[config.mk]
export PLATFORM = sky130hd
export DESIGN_NAME = bftr_ctrl
export DESIGN_NICKNAME = d
export VERILOG_FILES = /design/src/bftr_pkg.sv /design/src/bftr_ctrl.sv
export SDC_FILE = /design/constraint.sdc
export NUM_CORES = 1
export LEC_CHECK = 0
export BUFFER_PORTS_ARGS = -buffer_cell sky130_fd_sc_hd__buf_2
export CAP_MARGIN = 20
export CORE_ASPECT_RATIO = 0.7
export CORE_MARGIN = 2
export CORE_UTILIZATION = 40
export DETAILED_ROUTE_END_ITERATION = 12
export PLACE_DENSITY = 0.74
export SLEW_MARGIN = 20
export SYNTH_ARGS = -nofsm -noshare
export SYNTH_HDL_FRONTEND = slang
export SYNTH_SLANG_ARGS = --single-unit
[constraint.sdc]
create_clock -name aclk -period 2.65 [get_ports aclk]
set_clock_uncertainty 0.15 [all_clocks]
set_input_delay 0.53 -clock aclk [delete_from_list [all_inputs] [get_ports aclk]]
set_output_delay 0.53 -clock aclk [all_outputs]
set_load 0.05 [all_outputs]
[src/bftr_pkg.sv]
package bftr_pkg;

    // Operation codes carried in s_tuser
    typedef enum logic [1:0] {
        OP_LOAD   = 2'd0,
        OP_CURSOR = 2'd1,
        OP_DRAW   = 2'd2,
        OP_INIT   = 2'd3
    } op_t;

    // Configuration register indexes
    localparam logic [1:0] CFG_FONT_WIDTH = 2'd0;
    localparam logic [1:0] CFG_FONT_PAGES = 2'd1;
    localparam logic [1:0] CFG_FIRST_CODE = 2'd2;

    localparam logic [3:0] RST_FONT_WIDTH = 4'd5;
    localparam logic [2:0] RST_FONT_PAGES = 3'd1;
    localparam logic [7:0] RST_FIRST_CODE = 8'd32;

    // LCD command bases
    localparam logic [7:0] CMD_ROW = 8'h40;
    localparam logic [7:0] CMD_COL = 8'h80;

    // Glyph block layout: header bytes before block 0, skip to first column
    localparam int HEADER_BYTES = 5;
    localparam int GLYPH_SKIP   = 2;

    localparam logic [2:0] INIT_LAST_IDX = 3'd5;

    // Source of the next output word
    typedef enum logic [2:0] {
        K_INIT     = 3'd0,
        K_ROW_BASE = 3'd1,
        K_ROW_PAGE = 3'd2,
        K_COL      = 3'd3,
        K_DATA     = 3'd4
    } out_kind_t;

    typedef struct packed {
        logic      accept;
        logic      calc;
        logic      rd_width;
        logic      cap_width;
        logic      emit;
        out_kind_t kind;
        logic      last;
        logic      step_init;
        logic      step_data;
        logic      next_page;
        logic      finish_draw;
    } ctrl_cmd_t;

    typedef struct packed {
        logic out_free;
        logic init_last;
        logic width_zero;
        logic pages_zero;
        logic page_last;
        logic cnt_last;
    } ctrl_sts_t;

    // Start-up command sequence
    function automatic logic [7:0] init_byte(input logic [2:0] idx);
        logic [7:0] b;
        unique case (idx)
            3'd0:    b = 8'h21;
            3'd1:    b = 8'hC0;
            3'd2:    b = 8'h07;
            3'd3:    b = 8'h13;
            3'd4:    b = 8'h20;
            3'd5:    b = 8'h0C;
            default: b = 8'h00;
        endcase
        return b;
    endfunction

endpackage

[src/bftr_ctrl.sv]
module bftr_ctrl (
    input  logic                aclk,
    input  logic                aresetn,
    input  logic                s_tvalid,
    output logic                s_tready,
    input  bftr_pkg::op_t       in_op,
    input  bftr_pkg::ctrl_sts_t sts,
    output bftr_pkg::ctrl_cmd_t cmd
);

    typedef enum logic [9:0] {
        ST_IDLE    = 10'b00_0000_0001,
        ST_INIT    = 10'b00_0000_0010,
        ST_CALC    = 10'b00_0000_0100,
        ST_RDW     = 10'b00_0000_1000,
        ST_CAPW    = 10'b00_0001_0000,
        ST_CUR_ROW = 10'b00_0010_0000,
        ST_CUR_COL = 10'b00_0100_0000,
        ST_PG_ROW  = 10'b00_1000_0000,
        ST_PG_COL  = 10'b01_0000_0000,
        ST_PG_DATA = 10'b10_0000_0000
    } state_t;

    state_t state_reg, state_next;

    always_ff @(posedge aclk) begin
        if (!aresetn) begin
            state_reg <= ST_IDLE;
        end else begin
            state_reg <= state_next;
        end
    end

    assign s_tready = (state_reg == ST_IDLE);

    // Sequencer: one output word per cycle while the output slot is free
    always_comb begin
        state_next    = state_reg;
        cmd           = '0;
        cmd.kind      = bftr_pkg::K_INIT;
        unique case (state_reg)
            ST_IDLE: begin
                if (s_tvalid) begin
                    cmd.accept = 1'b1;
                    if (in_op == bftr_pkg::OP_INIT) begin
                        state_next = ST_INIT;
                    end else if (in_op == bftr_pkg::OP_DRAW) begin
                        state_next = ST_CALC;
                    end
                end
            end
            ST_INIT: begin
                if (sts.out_free) begin
                    cmd.emit      = 1'b1;
                    cmd.kind      = bftr_pkg::K_INIT;
                    cmd.step_init = 1'b1;
                    cmd.last      = sts.init_last;
                    if (sts.init_last) begin
                        state_next = ST_IDLE;
                    end
                end
            end
            ST_CALC: begin
                cmd.calc   = 1'b1;
                state_next = ST_RDW;
            end
            ST_RDW: begin
                cmd.rd_width = 1'b1;
                state_next   = ST_CAPW;
            end
            ST_CAPW: begin
                cmd.cap_width = 1'b1;
                state_next    = ST_CUR_ROW;
            end
            ST_CUR_ROW: begin
                if (sts.out_free) begin
                    cmd.emit   = 1'b1;
                    cmd.kind   = bftr_pkg::K_ROW_BASE;
                    state_next = ST_CUR_COL;
                end
            end
            ST_CUR_COL: begin
                if (sts.out_free) begin
                    cmd.emit = 1'b1;
                    cmd.kind = bftr_pkg::K_COL;
                    if (sts.pages_zero) begin
                        cmd.last        = 1'b1;
                        cmd.finish_draw = 1'b1;
                        state_next      = ST_IDLE;
                    end else begin
                        state_next = ST_PG_ROW;
                    end
                end
            end
            ST_PG_ROW: begin
                if (sts.out_free) begin
                    cmd.emit   = 1'b1;
                    cmd.kind   = bftr_pkg::K_ROW_PAGE;
                    state_next = ST_PG_COL;
                end
            end
            ST_PG_COL: begin
                if (sts.out_free) begin
                    cmd.emit = 1'b1;
                    cmd.kind = bftr_pkg::K_COL;
                    if (!sts.width_zero) begin
                        state_next = ST_PG_DATA;
                    end else if (sts.page_last) begin
                        cmd.last        = 1'b1;
                        cmd.finish_draw = 1'b1;
                        state_next      = ST_IDLE;
                    end else begin
                        cmd.next_page = 1'b1;
                        state_next    = ST_PG_ROW;
                    end
                end
            end
            ST_PG_DATA: begin
                if (sts.out_free) begin
                    cmd.emit      = 1'b1;
                    cmd.kind      = bftr_pkg::K_DATA;
                    cmd.step_data = 1'b1;
                    if (sts.cnt_last) begin
                        if (sts.page_last) begin
                            cmd.last        = 1'b1;
                            cmd.finish_draw = 1'b1;
                            state_next      = ST_IDLE;
                        end else begin
                            cmd.next_page = 1'b1;
                            state_next    = ST_PG_ROW;
                        end
                    end
                end
            end
            default: begin
                state_next = ST_IDLE;
            end
        endcase
    end

endmodule

; ---- After elaboration in Yosys (flattened, before gate mapping)
; Index checks and enable logic that the tools add are counted.
[classes]
n_eq_ne = 22
muxes = 42
reduce_logical = 1
[op_table]
columns = operator, n
row1 = $mux W10, 12
row2 = $pmux W10 S10, 1
row3 = $pmux W4 S6, 1
row4 = $ne A2 B2 Y1 const B, 9
row5 = $mux W8, 2
row6 = $mux W5, 3
row7 = $mux W1, 13
row8 = $eq A10 B1 Y1 const B, 1
row9 = $eq A10 B10 Y1 const B, 1
row10 = $eq A10 B2 Y1 const B, 1
row11 = $eq A10 B3 Y1 const B, 1
row12 = $eq A10 B4 Y1 const B, 1
row13 = $eq A10 B5 Y1 const B, 1
row14 = $eq A10 B6 Y1 const B, 1
row15 = $eq A10 B7 Y1 const B, 1
row16 = $eq A10 B8 Y1 const B, 1
row17 = $eq A10 B9 Y1 const B, 1
row18 = $reduce_and A10 Y1, 1
row19 = $mux W4, 2
row20 = $mux W2, 3
row21 = $mux W6, 1
row22 = $eq A2 B2 Y1 const B, 2
row23 = $pmux W1 S4, 1
row24 = $mux W3, 1
row25 = 3 further kinds, 3
[totals]
regBits = 10
in_bits = 11
output_inout_bits = 14
wordCells = 66

; ---- Depth between registers and ports, before layout
; Gate-level depths: netlist of the first run.
[logic_depth]
ltp_word = 5
ltp_mapped = 7
ltp_nobuf = 6

; ---- Worst setup path before layout of the first run
; No wires, ideal clock.
[synth_path]
path_type = reg2out
start = register state_reg[7]
end = output cmd[12] (netlist bit)
arrival_time_ns = 2.900
required_ns = 1.970
slack_ns = -0.930
path_stages_with_launch = 6
path_buffers = 1
cell_sequence = dfxtp_1 -> buf_2 -> nor3_1 -> nand3_1 -> nor3b_1 -> and2_1
[synth_rtl]
columns = item, line_no
row1 = start: declaration, bftr_ctrl.sv:24  ; state_t state_reg, state_next;
row2 = start signal: assignment, bftr_ctrl.sv:30  ; state_reg <= state_next;
row3 = end: declaration, bftr_ctrl.sv:8  ; output bftr_pkg::ctrl_cmd_t cmd

==> summary.txt, run 1 <==
Number of antenna violations at the first check in global routing - 0
Core Util, Final - 58.1%
Height of the chip - 44.6 um
Routed wire length - 2.68 mm
Total Nets Final - 169
Worst Setup Path Type - flop to output port
Adder and majority gate portion of the synthesized area - 0%
GP Congestion - 0.880
Fraction of final layout cells sized beyond drive strength 1 - 42.3%
Ratio of total power to cell area - 475 nW/um^2
Num CTS Buffers - 3
Most frequent cell after synthesis - nor2_1
Average wire length per cell after detail routing - 14.2 um
Total congestion overflow - 0
Met1 capacity usage during global routing - 26.7%
Synth warnings - 0
Class of the worst hold path - input pin to flop
Startpoint type of the worst setup path - flop
Maximum root-to-sink buffer count - 2
XOR/XNOR share of the synthesized area - 3.71%
Library cell with the largest summed area after synthesis - dfxtp_1
Clock Pin Slew Worst Setup and Hold Paths - 0.07 ns
Worst voltage drop across the vdd grid - 0.204 mV
Most congested layer reported by global routing - met2
Max reg flops - 10
Slew HR - 73.3%
Instance area at placement - 1140 sq um
Placed wire-length estimate - 1.94 mm
Combined global-route utilization of all metal layers - 20.1%
Hold bufs inserted after CTS - 0
Die Width - 62.0 um
Combinational fraction of design power - 50.3%
Setup repair after global routing missed its margin - yes
Post-route fraction of the period consumed by the critical path - 98.1%
Clock insertion delay at the later pin of the skew report - 0.27 ns
Core Region - 2190 sq um
Met3 Use GR - 5.85%
Met2 Resource Use GR - 31.5%
Multiplexer fraction of the synthesized cell area - 4.77%
Clock tree from TritonCTS - yes
Number of max-slew violations in the final report - 0
Final Hold Violating Endpoints - 0
LEAKAGE - 0.518 nW
Flip-flop cell with the highest count after synthesis - dfxtp_1
Net switching power of the design - 0.000268 W
Setup violation total in the final timing report - 0
Type of destination of the critical path - output port
Switching fraction of total power - 44.2%
Portion of total power attributed to the clock network - 18.3%
Post-route antenna net violation count - 0
Worst path required time - 1.97 ns
Number of remaining DRC errors - 0
Highest clock rate - 0.385 GHz
Simple-gate share of the synthesized area - 41.1%
Internal power summed over all cells - 0.000337 W
Number of global-route vias before repair - 899
Number of flops mapped to enable cells by yosys - 0
Post-Synthesis Net Count - 137
Die outline area - 2770 sq um
Distinct cell type count after synthesis - 46
Wire length of the first global-routing pass - 4.07 mm
Count of boundary I/O pins - 25
Effective utilization at floorplan - 43.1%
Proportion of synthesized chip area in sequential cells - 21.2%
Buffers added on ports - 24
Largest net degree at the start of global routing - 13
Tightest Pin Transition - 0.401 ns
Power share of the sequential group - 31.5%
Maximum capacitance violations - 0
Number of placement rows - 14
Synth cell count leaders - nor2_1 (21), nand2_1 (14), dfxtp_1 (10)
Area contributors post-synth - dfxtp_1 (21%), nor2_1 (8.4%), nand2_1 (5.6%), a21oi_1 (4.8%), nor3_1 (3.7%)
Worst path arrival time - 1.92 ns
Average via count per standard cell - 5.63
Count of state elements after synthesis - 10
Combined area of all synthesized cells - 943 sq um
Post-synthesis compound-gate area fraction - 21.6%
Cells after synthesis - 126
Result of the run - finished clean
Maximum fanout encountered on the critical timing path - 7
Area share of the leading cell type in the synthesized netlist - 21.2%
H-tree lvl count - 1
Syn-to-layout area delta - 34.9%
Vias post-DR - 1059
Area of all placed cells without fillers - 1270 sq um
Count of placed standard cells in the final layout, fillers left out - 188
Post-synthesis average cell area - 7.49 sq um
Root buffer cell - clkbuf_4
Dominant combinational cell family by area after synthesis - simple AND/OR/NAND/NOR gates
Dpl cells - 182
ANT cells - 0
First-pass iteration count of the detailed router - 4
CTS sink cnt - 10
Final critical path time including I/O delays and setup - 2.60 ns
Starting DRT DRC Count - 38
FFs w/ async S/R, synth - 0%
## cell usage in the layout (no fill, tap or decap), types with 4 or more instances in the layout
cell / n
nor2_1: 18
inv_1: 4
buf_2: 18
clkbuf_4: 4
buf_4: 13
dfxtp_2: 4
a21oi_1: 9
nand2_1: 14
dfxtp_1: 5
## metal layers
| metal | wire [um] | up-vias | part of all wire (%) |
|---|---|---|---|
| li1 | - | 513 | - |
| met1 | 1160 | 490 | 43 |
| met2 | 1260 | 48 | 47 |
| met3 | 208 | 8 | 7.8 |
| met4 | 48 | 0 | 1.8 |
| met5 | 0 | - | 0 |
## cell families after synthesis
logic type,after synthesis
compound gates,25
xor+xnor,4
buf+inv,12
flops,10
mux,4
simple gates,71
## worst paths after layout
path	start	endpoint	slack, ns	cells after the start
worst max-delay path	state_reg[8]	cmd[8]	0.05	6
worst max register to register	state_reg[5]	state_reg[8]	0.30	7
worst min-delay path	aresetn	state_reg[5]	0.35	2
worst min register to register	state_reg[2]	state_reg[3]	0.41	2
## stage by stage
stage	setup WS [ns]	setup TNS (ns)	hold slack, ns	total power, W
after floorplan	-0.386	-1.54	0.418	0.000393
after global placement	0.244	0	0.443	0.000464
after detailed placement	0.197	0	0.438	0.000470
after CTS	-0.0468	-0.0468	0.354	0.000582
after global routing	-0.0470	-0.109	0.364	0.000643
final	0.0502	0	0.355	0.000605
## worst max-delay path, stage by stage (launching register included)
cell and delay (ns):
dfxtp_2 0.36, buf_4 0.17, nor4b_2 0.30, a2111oi_2 0.08, o31ai_2 0.34, and3_1 0.21
buf_4 0.19
## layout make-up
type | count | area, sq um
Fill cell | 204 | 917
Timing Repair Buffer | 35 | 229
Clock buffer | 3 | 22.5
Inverter | 4 | 15.0
Tap cell | 32 | 40.0
Sequential cell | 10 | 209
Multi-Input combinational cell | 104 | 757
## power groups by stage
stage / Combinational [W] / Sequential [W] / Clock, W
3_3_place_gp: 0.000274 / 0.000189 / 0
6_report: 0.000304 / 0.000190 / 0.000110
2_1_floorplan: 0.000225 / 0.000167 / 0
4_1_cts: 0.000281 / 0.000188 / 0.000114
3_5_place_dp: 0.000280 / 0.000190 / 0
5_1_grt: 0.000326 / 0.000193 / 0.000124
## timing repair
item                                    CTS  global route
buffers inserted                          0             3
resized for setup                         5            25
gates cloned                              0             0
endpoints found under the setup margin    9             8
pin swaps                                 0             3
No activity file was read; power rests on OpenSTA's default activity.
==> run 2: changes to the inputs <==
--- a/config.mk
+++ b/config.mk
@@ -7,7 +7,7 @@
 export LEC_CHECK = 0
 export BUFFER_PORTS_ARGS = -buffer_cell sky130_fd_sc_hd__buf_2
 export CAP_MARGIN = 20
-export CORE_ASPECT_RATIO = 0.7
+export CORE_ASPECT_RATIO = 0.8
 export CORE_MARGIN = 2
 export CORE_UTILIZATION = 40
 export DETAILED_ROUTE_END_ITERATION = 12
==> summary.txt, run 2 (synthesized netlist as in run 1, its figures left out) <==
Highest clock rate - 0.390 GHz
Worst path arrival time - 1.88 ns
Fraction of final layout cells sized beyond drive strength 1 - 42.9%
Most frequent cells in the layout - buf_2 (19), nor2_1 (18), nand2_1 (14), buf_4 (12), a21oi_1 (9)
Ratio of total power to cell area - 513 nW/um^2
Number of antenna violations at the first check in global routing - 0
First-pass iteration count of the detailed router - 5
Num CTS Buffers - 3
Placement Setup Slack - 0.221 ns
Post-route fraction of the period consumed by the critical path - 96.7%
Number of max-slew violations in the final report - 0
Class of the worst hold path - input pin to flop
Die Width - 58.3 um
Worst voltage drop across the vdd grid - 0.393 mV
Clock Pin Slew Worst Setup and Hold Paths - 0.08 ns
Core Region - 2200 sq um
Maximum root-to-sink buffer count - 2
Routed wire length - 2.68 mm
Total congestion overflow - 0
Post-route antenna net violation count - 0
Post-layout worst setup margin - 0.0887 ns
Combined global-route utilization of all metal layers - 20.6%
Wire length of the first global-routing pass - 4.25 mm
Total Nets Final - 168
Number of remaining DRC errors - 0
Number of global-route vias before repair - 906
Average via count per standard cell - 5.67
Clock insertion delay at the later pin of the skew report - 0.27 ns
Root buffer cell - clkbuf_4
Effective utilization at floorplan - 43.0%
Total of fill cells in the finished design - 209
Core Util, Final - 57.4%
H-tree lvl count - 1
Final critical path time including I/O delays and setup - 2.56 ns
Detailed route wirelength on metal3 - 143 um
CTS sink cnt - 10
Maximum fanout encountered on the critical timing path - 11
Average wire length per cell after detail routing - 14.8 um
Final Hold Violating Endpoints - 0
Startpoint type of the worst setup path - flop
Launch instance of the worst min-delay path - aresetn
Uppermost routed layer - met4
Syn-to-layout area delta - 33.6%
Max reg flops - 10
Height of the chip - 47.4 um
Largest net degree at the start of global routing - 13
Most common library cell in the layout ignoring fill and taps - buf_2
Maximum capacitance violations - 0
Type of destination of the critical path - output port
Worst setup path startpoint - state_reg[8]
Die outline area - 2770 sq um
Setup violation total in the final timing report - 0
Starting DRT DRC Count - 40
Count of boundary I/O pins - 25
ANT cells - 0
Buffers added on ports - 24
Launching point of the worst reg2reg path - state_reg[8]
Sum of met2 wire segment lengths after detailed routing - 1.26 mm
Total routed wire length on the met1 layer - 1.26 mm
GP Congestion - 0.832
Number of placement rows - 15
Slew HR - 72.4%
Placed wire-length estimate - 1.93 mm
Setup repair after global routing missed its margin - yes
Result of the run - finished clean
Worst Setup Path Type - flop to output port
Tightest Pin Transition - 0.413 ns
LEAKAGE - 0.521 nW
Worst path required time - 1.97 ns
Clock tree from TritonCTS - yes
Vias post-DR - 1027
Hold bufs inserted after CTS - 0
-- run 2: layout make-up --
| cell class | count | area [sq um] | area share (%) |
|---|---|---|---|
| Multi-Input combinational cell | 104 | 754 | 59.9 |
| Sequential cell | 10 | 211 | 16.8 |
| Timing Repair Buffer | 34 | 211 | 16.8 |
| Clock buffer | 4 | 36.3 | 2.88 |
| Tap cell | 25 | 31.3 | 2.48 |
| Inverter | 4 | 15.0 | 1.19 |
-- run 2: worst max-delay path, stage by stage, from the launching register on --
cell	delay [ns]
dfxtp_1	0.38
buf_4	0.21
and2b_1	0.22
nand2_1	0.07
a21oi_1	0.09
a32oi_2	0.21
nor2b_4	0.06
a21o_2	0.18
buf_4	0.18
-- run 2: what timing repair did --
action / in CTS / in global routing
pin swaps: 0 / 2
resized for setup: 9 / 16
buffers inserted: 0 / 4
setup endpoints to repair: 7 / 7
-- run 2: final timing paths --
| path | to | slack, ns | cells past startpoint |
|---|---|---|---|
| setup reg to reg | state_reg[8] | 0.38 | 8 |
| hold / removal | state_reg[5] | 0.36 | 2 |
| hold reg to reg | state_reg[3] | 0.39 | 2 |
| setup / recovery | cmd[4] | 0.09 | 8 |
-- run 2: metal layers --
| metal | up-vias | global-route usage [%] |
|---|---|---|
| met5 | - | 0 |
| met4 | 0 | 4.19 |
| met3 | 2 | 5.68 |
| met2 | 22 | 33.9 |
| li1 | 515 | - |
| met1 | 488 | 27.6 |
-- run 2: power by group --
| part | total, W | internal, W | switching (W) |
|---|---|---|---|
| registers | 0.000190 | 0.000161 | 0.0000284 |
| logic | 0.000310 | 0.000123 | 0.000187 |
| clock network | 0.000147 | 0.0000836 | 0.0000630 |
| total | 0.000646 | 0.000368 | 0.000278 |
-- run 2: stage by stage --
| step | area (sq um) | power [W] | setup TNS [ns] | cells | hold WS (ns) |
|---|---|---|---|---|---|
| after floorplan | 975 | 0.000393 | -1.54 | 126 | 0.418 |
| after global placement | 1110 | 0.000462 | 0 | 173 | 0.441 |
| after CTS | 1170 | 0.000614 | -0.0114 | 177 | 0.356 |
| after global routing | 1260 | 0.000678 | -0.0433 | 181 | 0.347 |
| final | 1260 | 0.000646 | 0 | 181 | 0.355 |
| after detailed placement | 1110 | 0.000469 | 0 | 173 | 0.468 |
